[config.mk]
export PLATFORM = sky130hd
export DESIGN_NAME = bounded_rational_approximation_flat
export DESIGN_NICKNAME = d
export VERILOG_FILES = /design/src/rtl/core/bra_pkg.sv /design/src/rtl/core/bra_req_if.sv /design/src/rtl/core/bra_rsp_if.sv /design/src/rtl/core/bra_cf_engine.sv /design/src/rtl/core/bounded_rational_approximation.sv /design/src/flat_wrapper.sv
export SDC_FILE = /design/constraint.sdc
export NUM_CORES = 2
export LEC_CHECK = 0
export BUFFER_PORTS_ARGS = -buffer_cell sky130_fd_sc_hd__buf_2
export CAP_MARGIN = 20
export CORE_ASPECT_RATIO = 0.9
export CORE_MARGIN = 4
export CORE_UTILIZATION = 55
export CTS_CLUSTER_DIAMETER = 30
export CTS_CLUSTER_SIZE = 10
export DETAILED_ROUTE_END_ITERATION = 6
export PLACE_DENSITY = 0.73
export SYNTH_ARGS = -nofsm -noshare
export SYNTH_HDL_FRONTEND = slang
export SYNTH_SLANG_ARGS = --single-unit
[constraint.sdc]
create_clock -name clock -period 20.4 [get_ports clock]
set_clock_uncertainty 0.15 [all_clocks]
set_input_delay 2.04 -clock clock [delete_from_list [all_inputs] [get_ports clock]]
set_output_delay 2.04 -clock clock [all_outputs]
set_load 0.05 [all_outputs]
[src/rtl/core/bra_pkg.sv]
// Shared types, widths and constants of the bounded rational approximation block.
// No dependencies; every other file of the block imports this package.
package bra_pkg;

   localparam int VALUE_WIDTH = 64;   // bits of the input fraction that are used
   localparam int MAX_TERMS   = 96;   // continued-fraction terms before the expansion stops
   localparam int FIELD_W     = 64;   // width of the request fields
   localparam int LIMIT_W     = 32;   // width of the limit registers and of the result
   localparam int ACC_W       = LIMIT_W + 1;  // convergent terms, saturated one above any limit
   localparam int TERM_W      = $clog2(MAX_TERMS + 1);
   localparam int CNT_W       = $clog2(VALUE_WIDTH);
   localparam int CSR_INDEX_W = 1;

   localparam logic [ACC_W-1:0]  SAT_VALUE    = {1'b1, {LIMIT_W{1'b0}}};
   localparam logic [LIMIT_W-1:0] LIMIT_RESET = LIMIT_W'(1048575);

   typedef enum logic [CSR_INDEX_W-1:0] {
      CSR_NUMERATOR_LIMIT   = 1'b0,
      CSR_DENOMINATOR_LIMIT = 1'b1
   } csr_index_type;

   typedef enum logic [2:0] {
      ST_IDLE,
      ST_CHECK,
      ST_DIVIDE,
      ST_UPDATE,
      ST_DONE
   } eng_state_type;

   typedef struct packed {
      logic start;   // a request is accepted this cycle
      logic take;    // the output register can take the result
   } eng_ctrl_type;

   typedef struct packed {
      logic idle;    // engine can accept a request
      logic done;    // result is held and waiting to be taken
   } eng_status_type;

   // Clamp a grown convergent value: anything at or above 2^LIMIT_W exceeds every limit.
   function automatic logic [ACC_W-1:0] sat_acc(input logic [ACC_W+1:0] x);
      logic [ACC_W-1:0] y;
      if (x[ACC_W+1:LIMIT_W] != '0) begin
         y = SAT_VALUE;
      end else begin
         y = {1'b0, x[LIMIT_W-1:0]};
      end
      return y;
   endfunction

endpackage

[src/rtl/core/bra_req_if.sv]
// Request channel of the bounded rational approximation block: valid/ready plus fraction.
// Depends on bra_pkg for the field width.
interface bra_req_if import bra_pkg::*; ();
   logic               valid;
   logic               ready;
   logic [FIELD_W-1:0] value_numerator;
   logic [FIELD_W-1:0] value_denominator;

   modport source (output valid, output value_numerator, output value_denominator,
                   input ready);
   modport sink   (input valid, input value_numerator, input value_denominator,
                   output ready);
endinterface

[src/rtl/core/bra_rsp_if.sv]
// Result channel of the bounded rational approximation block: valid/ready plus convergent.
// Depends on bra_pkg for the result width.
interface bra_rsp_if import bra_pkg::*; ();
   logic               valid;
   logic               ready;
   logic [LIMIT_W-1:0] approx_numerator;
   logic [LIMIT_W-1:0] approx_denominator;

   modport source (output valid, output approx_numerator, output approx_denominator,
                   input ready);
   modport sink   (input valid, input approx_numerator, input approx_denominator,
                   output ready);
endinterface

[src/rtl/core/bra_cf_engine.sv]
// Continued-fraction engine: sequencer plus one shift-subtract divider step unit.
// Depends on bra_pkg for widths, state and control types and the saturating helper.
module bra_cf_engine import bra_pkg::*; (
   input  logic               clock,
   input  logic               reset,
   input  eng_ctrl_type       ctrl,
   input  logic [FIELD_W-1:0] value_numerator,
   input  logic [FIELD_W-1:0] value_denominator,
   input  logic [LIMIT_W-1:0] numerator_limit,
   input  logic [LIMIT_W-1:0] denominator_limit,
   output eng_status_type     status,
   output logic [LIMIT_W-1:0] result_numerator,
   output logic [LIMIT_W-1:0] result_denominator
);

   eng_state_type state_ff, state_in;

   logic [VALUE_WIDTH-1:0] num_ff, num_in;
   logic [VALUE_WIDTH-1:0] den_ff, den_in;
   logic [VALUE_WIDTH-1:0] rem_ff, rem_in;
   logic [VALUE_WIDTH-1:0] dvd_ff, dvd_in;
   logic [CNT_W-1:0]       bit_cnt_ff, bit_cnt_in;
   logic [TERM_W-1:0]      terms_ff, terms_in;
   logic [ACC_W-1:0]       h0_ff, h0_in, h1_ff, h1_in;
   logic [ACC_W-1:0]       k0_ff, k0_in, k1_ff, k1_in;
   logic [ACC_W-1:0]       acc_h_ff, acc_h_in, acc_k_ff, acc_k_in;
   logic [LIMIT_W-1:0]     res_num_ff, res_num_in, res_den_ff, res_den_in;

   logic [VALUE_WIDTH:0]   rem_shift;
   logic [VALUE_WIDTH-1:0] rem_diff;
   logic                   quot_bit;

   localparam logic [CNT_W-1:0]  CNT_LAST  = CNT_W'(VALUE_WIDTH - 1);
   localparam logic [TERM_W-1:0] TERM_LAST = TERM_W'(MAX_TERMS);

   // Restoring divider step: one quotient bit per cycle, MSB first.
   assign rem_shift = {rem_ff, dvd_ff[VALUE_WIDTH-1]};
   assign rem_diff  = rem_shift[VALUE_WIDTH-1:0] - den_ff;
   assign quot_bit  = (rem_shift >= {1'b0, den_ff});

   always_ff @(posedge clock) begin
      if (reset) begin
         state_ff <= ST_IDLE;
      end else begin
         state_ff <= state_in;
      end
      num_ff     <= num_in;
      den_ff     <= den_in;
      rem_ff     <= rem_in;
      dvd_ff     <= dvd_in;
      bit_cnt_ff <= bit_cnt_in;
      terms_ff   <= terms_in;
      h0_ff      <= h0_in;
      h1_ff      <= h1_in;
      k0_ff      <= k0_in;
      k1_ff      <= k1_in;
      acc_h_ff   <= acc_h_in;
      acc_k_ff   <= acc_k_in;
      res_num_ff <= res_num_in;
      res_den_ff <= res_den_in;
   end

   always_comb begin
      state_in    = state_ff;
      num_in      = num_ff;
      den_in      = den_ff;
      rem_in      = rem_ff;
      dvd_in      = dvd_ff;
      bit_cnt_in  = bit_cnt_ff;
      terms_in    = terms_ff;
      h0_in       = h0_ff;
      h1_in       = h1_ff;
      k0_in       = k0_ff;
      k1_in       = k1_ff;
      acc_h_in    = acc_h_ff;
      acc_k_in    = acc_k_ff;
      res_num_in  = res_num_ff;
      res_den_in  = res_den_ff;
      status.idle = 1'b0;
      status.done = 1'b0;

      case (state_ff)
         ST_IDLE: begin
            status.idle = 1'b1;
            if (ctrl.start) begin
               num_in   = value_numerator[VALUE_WIDTH-1:0];
               den_in   = value_denominator[VALUE_WIDTH-1:0];
               h0_in    = '0;
               h1_in    = ACC_W'(1);
               k0_in    = ACC_W'(1);
               k1_in    = '0;
               terms_in = '0;
               state_in = ST_CHECK;
            end
         end
         ST_CHECK: begin
            if (h1_ff > {1'b0, numerator_limit} || k1_ff > {1'b0, denominator_limit}) begin
               // newest convergent is over a limit: fall back to the previous one
               res_num_in = h0_ff[LIMIT_W-1:0];
               res_den_in = k0_ff[LIMIT_W-1:0];
               state_in   = ST_DONE;
            end else if (den_ff == '0 || terms_ff == TERM_LAST) begin
               res_num_in = h1_ff[LIMIT_W-1:0];
               res_den_in = k1_ff[LIMIT_W-1:0];
               state_in   = ST_DONE;
            end else begin
               rem_in     = '0;
               dvd_in     = num_ff;
               bit_cnt_in = '0;
               acc_h_in   = '0;
               acc_k_in   = '0;
               state_in   = ST_DIVIDE;
            end
         end
         ST_DIVIDE: begin
            // fold each quotient bit straight into q*h1 and q*k1
            rem_in   = quot_bit ? rem_diff : rem_shift[VALUE_WIDTH-1:0];
            dvd_in   = {dvd_ff[VALUE_WIDTH-2:0], 1'b0};
            acc_h_in = sat_acc({1'b0, acc_h_ff, 1'b0} + {2'b00, (quot_bit ? h1_ff : '0)});
            acc_k_in = sat_acc({1'b0, acc_k_ff, 1'b0} + {2'b00, (quot_bit ? k1_ff : '0)});
            if (bit_cnt_ff == CNT_LAST) begin
               state_in = ST_UPDATE;
            end else begin
               bit_cnt_in = bit_cnt_ff + CNT_W'(1);
            end
         end
         ST_UPDATE: begin
            num_in   = den_ff;
            den_in   = rem_ff;
            h1_in    = sat_acc({2'b00, acc_h_ff} + {2'b00, h0_ff});
            k1_in    = sat_acc({2'b00, acc_k_ff} + {2'b00, k0_ff});
            h0_in    = h1_ff;
            k0_in    = k1_ff;
            terms_in = terms_ff + TERM_W'(1);
            state_in = ST_CHECK;
         end
         ST_DONE: begin
            status.done = 1'b1;
            if (ctrl.take) begin
               state_in = ST_IDLE;
            end
         end
         default: begin
            state_in = ST_IDLE;
         end
      endcase
   end

   assign result_numerator   = res_num_ff;
   assign result_denominator = res_den_ff;

endmodule

[src/rtl/core/bounded_rational_approximation.sv]
// Top level of the bounded rational approximation block: limit registers, engine, result register.
// Depends on bra_pkg, bra_req_if, bra_rsp_if and bra_cf_engine.
//
// Takes one request (a VALUE_WIDTH-bit fraction) at a time and returns the last
// continued-fraction convergent whose numerator and denominator stay within the
// numerator_limit and denominator_limit registers (both reset to 1048575). If the
// newest convergent passes a limit, the one before it is returned; a zero
// denominator gives 1/0 and a zero numerator limit gives 0/1. Semiconvergents
// are not tried, and the expansion stops after MAX_TERMS terms. Each term runs
// through one limit check, VALUE_WIDTH shift-subtract steps of the divider and
// one recurrence update. The single divider step unit retires one quotient bit
// per cycle and builds q*h and q*k on the fly with saturating shift-adds.
// req_chan.ready is high only while the engine is idle; a finished result sits
// in the output register, so the next request can be accepted while the
// previous result is still waiting. Write the limit registers only while no
// request is in flight.
module bounded_rational_approximation import bra_pkg::*; (
   input  logic                   clock,
   input  logic                   reset,
   bra_req_if.sink                req_chan,
   bra_rsp_if.source              rsp_chan,
   input  logic                   csr_write_enable,
   input  logic [CSR_INDEX_W-1:0] csr_index,
   input  logic [LIMIT_W-1:0]     csr_write_data
);

   logic [LIMIT_W-1:0] num_limit_ff, num_limit_in;
   logic [LIMIT_W-1:0] den_limit_ff, den_limit_in;
   logic               rsp_valid_ff, rsp_valid_in;
   logic [LIMIT_W-1:0] rsp_num_ff, rsp_num_in;
   logic [LIMIT_W-1:0] rsp_den_ff, rsp_den_in;

   eng_ctrl_type       eng_ctrl;
   eng_status_type     eng_status;
   logic [LIMIT_W-1:0] eng_num;
   logic [LIMIT_W-1:0] eng_den;

   // Limit registers: decode the index, drop writes to nothing.
   always_comb begin
      num_limit_in = num_limit_ff;
      den_limit_in = den_limit_ff;
      if (csr_write_enable) begin
         case (csr_index_type'(csr_index))
            CSR_NUMERATOR_LIMIT:   num_limit_in = csr_write_data;
            CSR_DENOMINATOR_LIMIT: den_limit_in = csr_write_data;
            default: begin
               num_limit_in = num_limit_ff;
            end
         endcase
      end
   end

   // Accept a request only while the engine is idle.
   assign req_chan.ready = eng_status.idle;
   assign eng_ctrl.start = req_chan.valid & eng_status.idle;
   // Hand the result over when the output register is empty or being drained.
   assign eng_ctrl.take  = ~rsp_valid_ff | rsp_chan.ready;

   bra_cf_engine u_engine (
      .clock              (clock),
      .reset              (reset),
      .ctrl               (eng_ctrl),
      .value_numerator    (req_chan.value_numerator),
      .value_denominator  (req_chan.value_denominator),
      .numerator_limit    (num_limit_ff),
      .denominator_limit  (den_limit_ff),
      .status             (eng_status),
      .result_numerator   (eng_num),
      .result_denominator (eng_den)
   );

   // Output register: load on handover, drop valid when taken with nothing new.
   always_comb begin
      rsp_valid_in = rsp_valid_ff;
      rsp_num_in   = rsp_num_ff;
      rsp_den_in   = rsp_den_ff;
      if (eng_status.done && eng_ctrl.take) begin
         rsp_valid_in = 1'b1;
         rsp_num_in   = eng_num;
         rsp_den_in   = eng_den;
      end else if (rsp_chan.ready) begin
         rsp_valid_in = 1'b0;
      end
   end

   always_ff @(posedge clock) begin
      if (reset) begin
         num_limit_ff <= LIMIT_RESET;
         den_limit_ff <= LIMIT_RESET;
         rsp_valid_ff <= 1'b0;
      end else begin
         num_limit_ff <= num_limit_in;
         den_limit_ff <= den_limit_in;
         rsp_valid_ff <= rsp_valid_in;
      end
      rsp_num_ff <= rsp_num_in;
      rsp_den_ff <= rsp_den_in;
   end

   assign rsp_chan.valid              = rsp_valid_ff;
   assign rsp_chan.approx_numerator   = rsp_num_ff;
   assign rsp_chan.approx_denominator = rsp_den_ff;

endmodule

[src/flat_wrapper.sv]
// flat-port wrapper written by rule: the top's interface ports become plain ports
module bounded_rational_approximation_flat import bra_pkg::*;
  (clock, reset, csr_write_enable, csr_index, csr_write_data, req_chan_valid, req_chan_value_numerator, req_chan_value_denominator, req_chan_ready, rsp_chan_valid, rsp_chan_approx_numerator, rsp_chan_approx_denominator, rsp_chan_ready);
  bra_req_if req_chan_i ();
  bra_rsp_if rsp_chan_i ();
  input  logic clock;
  input  logic reset;
  input  logic csr_write_enable;
  input  logic [CSR_INDEX_W-1:0] csr_index;
  input  logic [LIMIT_W-1:0] csr_write_data;
  input wire logic [$bits(req_chan_i.valid)-1:0] req_chan_valid;
  input wire logic [$bits(req_chan_i.value_numerator)-1:0] req_chan_value_numerator;
  input wire logic [$bits(req_chan_i.value_denominator)-1:0] req_chan_value_denominator;
  output wire logic [$bits(req_chan_i.ready)-1:0] req_chan_ready;
  output wire logic [$bits(rsp_chan_i.valid)-1:0] rsp_chan_valid;
  output wire logic [$bits(rsp_chan_i.approx_numerator)-1:0] rsp_chan_approx_numerator;
  output wire logic [$bits(rsp_chan_i.approx_denominator)-1:0] rsp_chan_approx_denominator;
  input wire logic [$bits(rsp_chan_i.ready)-1:0] rsp_chan_ready;
  assign req_chan_i.valid = req_chan_valid;
  assign req_chan_i.value_numerator = req_chan_value_numerator;
  assign req_chan_i.value_denominator = req_chan_value_denominator;
  assign req_chan_ready = req_chan_i.ready;
  assign rsp_chan_valid = rsp_chan_i.valid;
  assign rsp_chan_approx_numerator = rsp_chan_i.approx_numerator;
  assign rsp_chan_approx_denominator = rsp_chan_i.approx_denominator;
  assign rsp_chan_i.ready = rsp_chan_ready;
  bounded_rational_approximation u_core (.clock(clock), .reset(reset), .req_chan(req_chan_i), .rsp_chan(rsp_chan_i), .csr_write_enable(csr_write_enable), .csr_index(csr_index), .csr_write_data(csr_write_data));
endmodule
## Yosys cells after proc, flatten, opt, wreduce, memory -nomap -nowiden

Cells that the tools add are included.

- Reduce and logical (&&, ||, !) cells: 20
- Mux-type cells: 47
- $lt $le $gt $ge: 3
- Add/sub/neg operators: 7
- Bitwise gates (word level): 4
- Equality and inequality tests: 12

Operator list:

| operator | count |
|---|---|
| $pmux W64 S2 | 4 |
| $mux W64 | 7 |
| $pmux W33 S2 | 6 |
| $mux W33 | 10 |
| $mux W32 | 4 |
| $add A34 B33 Y35 | 2 |
| $add A33 B33 Y34 | 2 |
| $gt A33 B32 Y1 | 2 |
| $ge A65 B64 Y1 | 1 |
| $logic_not A64 Y1 | 1 |
| $sub A64 B64 Y64 | 1 |
| $mux W6 | 3 |
| $mux W3 | 5 |
| $pmux W3 S5 | 1 |
| $pmux W7 S2 | 1 |
| $pmux W6 S2 | 1 |
| $reduce_bool A3 Y1 | 4 |
| $ne A2 B2 Y1 const B | 4 |
| $reduce_and A2 Y1 | 4 |
| $reduce_bool A2 Y1 | 4 |
| $add A7 B1 Y7 const B | 1 |
| $eq A7 B7 Y1 const B | 1 |
| $mux W7 | 1 |
| $add A6 B1 Y6 const B | 1 |
| other kinds (14) | 22 |

- Register bits: 663
- Output and inout bits: 66
- Input bits: 166
- Word-level logic and storage cells: 113

## Logic depth before layout (Yosys ltp)

- Depth in word-level cells: 6
- Depth in mapped cells: 27
- Gate-level depth less buffers: 24

## Modules after synthesis

From an unflattened synthesis, not the netlist that was laid out.

- Cells, all modules: 3,808
- Area total of the unflattened synthesis: 38,873.5 um2

By module, submodules not included:

| module | times used | cells an instance | sequential area each (um2) | area each (um2) |
|---|---|---|---|---|
| bra_cf_engine | 1 | 3,488 | 16,005.4 | 34,254.1 |
| bounded_rational_approximation | 1 | 320 | 3,223.1 | 4,619.4 |

## Worst setup path after synthesis

No wires, ideal clock.

- Path type: reg-to-reg
- Start point: reg u_core.u_engine.k1_ff[26]
- End point: reg u_core.u_engine.acc_h_ff[0], enable pin
- Slack: 3.206 ns
- Required time: 19.234 ns
- Library setup time: 1.016 ns
- Path buffers: 0
- Cell stages (with the launch flop): 12
- Clock period less this slack: 17.194 ns
- Arrival: 16.028 ns
- Path through: edfxtp_1 > ha_1 > a21o_1 > a21o_1 > a21o_1 > a21o_1 > a21oi_1 > nor2b_1 > a2111oi_0 > o22ai_1 > or3_1 > o21ai_0

- Cells in the longest elaborated chain, start to end: 4

RTL lines:

| item | RTL line | RTL |
|---|---|---|
| start: declaration | bra_cf_engine.sv:25 | `logic [ACC_W-1:0] k0_ff, k0_in, k1_ff, k1_in;` |
| start signal: assignment | bra_cf_engine.sv:56 | `k1_ff <= k1_in;` |
| $gt A33 B32 Y1 | bra_cf_engine.sv:97 | `if (h1_ff > {1'b0, numerator_limit} \|\| k1_ff > {1'b0, denominator_limit}) begin` |
| $logic_or A1 B1 Y1 | bra_cf_engine.sv:97 |  |
| $ne A2 B2 Y1 (no line) | - |  |
| $reduce_and A3 Y1 (no line) | - |  |
| end signal: assignment | bra_cf_engine.sv:57 | `acc_h_ff <= acc_h_in;` |
| end: declaration | bra_cf_engine.sv:26 | `logic [ACC_W-1:0] acc_h_ff, acc_h_in, acc_k_ff, acc_k_in;` |

Every way passes these cells.
A chain may end at the register's enable or synchronous reset.

## Worst setup path after layout

- Start point: reg u_core.u_engine.rem_ff[5]
- End point: reg u_core.u_engine.acc_k_ff[28] (data pin)

- Cells in the longest elaborated chain, start to end: 6

RTL lines:

| item | RTL line | RTL |
|---|---|---|
| start: declaration | bra_cf_engine.sv:20 | `logic [VALUE_WIDTH-1:0] rem_ff, rem_in;` |
| start signal: assignment | bra_cf_engine.sv:49 | `rem_ff <= rem_in;` |
| $ge A65 B64 Y1 * | bra_cf_engine.sv:39 | `assign quot_bit = (rem_shift >= {1'b0, den_ff});` |
| $mux W33 * | bra_cf_engine.sv:120 | `acc_k_in = sat_acc({1'b0, acc_k_ff, 1'b0} + {2'b00, (quot_bit ? k1_ff : '0)});` |
| $add A34 B33 Y35 * | bra_cf_engine.sv:120 |  |
| $reduce_bool A3 Y1 | bra_pkg.sv:43 | `if (x[ACC_W+1:LIMIT_W] != '0) begin` |
| $mux W33 * | bra_pkg.sv:43 |  |
| $pmux W33 S2 * | bra_cf_engine.sv:82 | `case (state_ff)` |
| end signal: assignment | bra_cf_engine.sv:58 | `acc_k_ff <= acc_k_in;` |
| end: declaration | bra_cf_engine.sv:26 |  |

Mark *: on every way between the ends. The rest lies on a longest branch, timed or not.

==> impl_metrics.ini <==
[worst_setup_path]
critPathRequiredTime_ns = 20.72
critPathTopFamily = compound AO/OA/AOI/OAI gates
critical_path.cell_chain = ha_1 -> nand4_2 -> a211oi_2 -> o21ai_1 -> o211ai_2 -> a31oi_2 -> o41ai_4 -> a31oi_4 -> o21ai_4 -> buf_4 -> and2_1 -> ha_1 -> nand2_1 -> or3_1 -> nor2_1 -> nand4_1 -> nor3_1 -> o211ai_1 -> a2111o_1 -> o221ai_2 -> nand4_2 -> a311oi_1
path_max_fanout = 62
cp.buffers_inverters = 1
crit_type = flip-flop to flip-flop
timing.critical_path.slowest_cell_delay_ns = 0.88
crit_start = u_core.u_engine.rem_ff[5]
cp.arrival_ns = 8.58
rr_startpoint = u_core.u_engine.rem_ff[5]
start_kind = flip-flop
critical_path.endpoint_type = flip-flop
crit_slowest_cell = o21ai_4

[synth]
largest_area_contributor_in_the_synthesized_netlist = edfxtp_1
synthesized_nets = 4169
synth_most_common_cell = nand2_1
yosysSeqAreaShare = 0.502
yosys.area_share.adder = 0.0879
avgSynthCellArea_um2 = 10.2
synth_top_family_by_area = simple AND/OR/NAND/NOR gates
synth_seq_cells = 663
post_synth_and_or_nand_nor_area_fraction = 0.174
synth_flop_cell = edfxtp_1
synth-xor-area-share = 0.0332
post_synthesis_compound_gate_area_fraction = 0.136
synthesis.area_um2 = 38300
synth_warnings = 0
synthTopCellsByArea = edfxtp_1 47%, ha_1 8.5%, nand2_1 6.6%, dfxtp_1 3.6%, and2_1 2.7%
synth_cells = 3737
synth_edf_count = 595
asyncSetResetFlopFracSynth = 0
ys_types = 97
synthMuxAreaShare = 0.0304
synth_commonest_cells = 677 x nand2_1, 595 x edfxtp_1, 268 x nor2_1, 261 x ha_1, 194 x a21oi_1
synth.top_cell.area_share = 0.467

[global_route]
globalRouteOverflowTotal = 0
gr-usage-all-layers = 0.259
global_route_wire_length_before_repair_um = 153000
initial_antenna_violation_count = 1
first_global_vias = 28400
grt_max_degree = 205

[sta]
tightest_slew_ns = 1.09
final_critical_delay_including_setup_and_external_delays_ns = 8.25
setup_viol = 0
fin_ws_ns = 12.15
finalCritPeriodShare = 0.404
fmax_mhz = 121
final-hold-violation-count = 0
worst_slew_margin_rel = 0.274
maxSlewViolCount = 0
setup_tns_ns = 0
unrepaired_setup_endpoints_after_global_routing = no

[power_and_ir_drop]
power.static_leakage_nw = 19.2
pwr_density_cell_nw_per_um2 = 96.7
vdd.ir_drop.worst_mv = 0.0807

[cts]
postCtsSetupRepairBufs = 0
clk_latency_ns = 0.70
cts_resized = 0
clock_tree_from_tritoncts = built
clock-root-buffer = clkbuf_16
htreeDepth = 4
clock_sink_count = 663
number_of_buffers_added_by_the_clock_tree_synthesis_step = 137
cts_buffer_depth = 3
postCtsHoldBufs = 0
clk_pin_slew_ns = 0.05

[drt]
wl_um = 97700
num_vias = 29000
drtAntennaViolNets = 0
number_of_detailed_route_iterations_in_the_first_pass = 6
routed_via_density = 5.78
drt-initial-drc-count = 2436
drcViolationCount = 0
wire_per_inst_um = 19.5

[min_path]
min-delay-start = u_core.u_engine.result_denominator[13]
hold_class = flip-flop to flip-flop

[layout]
antenna_diode_count = 0
total_nets_final = 4414
final_layout_size_suffix_gt1_frac = 0.147
postLayoutCellArea_um2 = 44900
final_core_utilization = 0.653
area_growth_syn_to_layout_pct = 17.3
register_area_um2 = 19200
fillers = 5448
multiInputGateArea_um2 = 17700

[floorplan]
initial_core_util = 0.557
ios = 232
overall_die_area_um2 = 73900
die_width_um = 286
die_h_um = 258
core-area_um2 = 68800
placement_rows = 91

[placed_design]
routability_congestion_estimate = 0.953
buffer_ports.inserted = 231
preCtsSetupSlack_ns = 12.19
post-dp-hpwl_um = 67400
postPlaceCellArea_um2 = 40200

[status]
outcome = finished clean

[run]
cap_violations = 0
placed cells by master (no fill, tap or decap), types with 35 or more instances in the layout:
cell,count
o21ai_0,169
mux2_2,65
mux2i_1,43
a21oi_1,194
o21bai_1,35
and2_1,163
nand3_1,41
nor2_1,267
nand4_1,37
ha_1,261
clkbuf_16,142
edfxtp_1,595
buf_2,231
a21o_1,128
and3_1,41
nor3_1,46
xor2_1,60
xnor2_1,85
inv_1,190
nand2_1,676
dfxtp_1,68
flip-flops by register name (all words and copies together), names as in the netlist, 33 cells and up:
register,cells
u_core.u_engine.acc_h_ff,33
u_core.u_engine.acc_k_ff,33
u_core.u_engine.den_ff,64
u_core.u_engine.dvd_ff,64
u_core.u_engine.h0_ff,33
u_core.u_engine.h1_ff,33
u_core.u_engine.k0_ff,33
u_core.u_engine.k1_ff,33
u_core.u_engine.num_ff,64
u_core.u_engine.rem_ff,64
where the power goes:
group | switching, W | internal [W]
registers | 0.0000430 | 0.00157
logic | 0.000313 | 0.000195
clock network | 0.000737 | 0.00149
cells by family (layout without fill, tap and decap cells):
logic type / count (synthesis) / in the layout
simple gates: 1437 / 1437
compound gates: 778 / 778
flops: 663 / 663
buf+inv: 340 / 695
fa+ha+maj: 266 / 266
xor+xnor: 145 / 145
mux: 108 / 108
worst reg2reg max path: stages (launching register included):
cell and delay (ns):
edfxtp_1 0.42, ha_1 0.45, nand4_2 0.18, a211oi_2 0.31, o21ai_1 0.13, o211ai_2 0.12
a31oi_2 0.26, o41ai_4 0.56, a31oi_4 0.24, o21ai_4 0.88, buf_4 0.66, and2_1 0.23
ha_1 0.21, nand2_1 0.12, or3_1 0.40, nor2_1 0.21, nand4_1 0.15, nor3_1 0.33
o211ai_1 0.19, a2111o_1 0.45, o221ai_2 0.08, nand4_2 0.77, a311oi_1 0.53
metrics by stage:
stage	total power (W)	cells	hold slack (ns)
6_report	0.00434	5022	0.265
5_1_grt	0.00450	5022	0.268
4_1_cts	0.00436	5018	0.264
3_5_place_dp	0.00213	4769	0.255
3_3_place_gp	0.00212	4769	0.251
2_1_floorplan	0.00201	3737	0.250
final cells by class:
class,count,share of cell area
flip-flops and latches,663,0.428
multi-input cells,2734,0.395
clock buffers,160,0.0806
repair buffers,256,0.0321
well taps,930,0.0259
clock inverters,89,0.0222
inverters,190,0.0159
path summary, 6_finish.rpt:
| check | endpoint | slack [ns] | cells after the start |
|---|---|---|---|
| worst max-delay path | u_core.u_engine.acc_k_ff[28] | 12.15 | 22 |
| worst min-delay path | u_core.rsp_chan.approx_denominator[13] | 0.26 | 0 |
| worst max register to register | u_core.u_engine.acc_k_ff[28] | 12.15 | 22 |
| worst min register to register | u_core.rsp_chan.approx_denominator[13] | 0.26 | 0 |
metal layers:
| layer | wire length [um] | global-route usage | part of all wire | vias to the layer above |
|---|---|---|---|---|
| met5 | 8 | 0 | 0.000082 | - |
| met4 | 3110 | 0.0928 | 0.032 | 2 |
| met1 | 42800 | 0.355 | 0.44 | 13900 |
| met2 | 45100 | 0.417 | 0.46 | 988 |
| met3 | 6710 | 0.0477 | 0.069 | 218 |
| li1 | - | - | - | 14000 |
No activity file was read; power rests on OpenSTA's default activity.
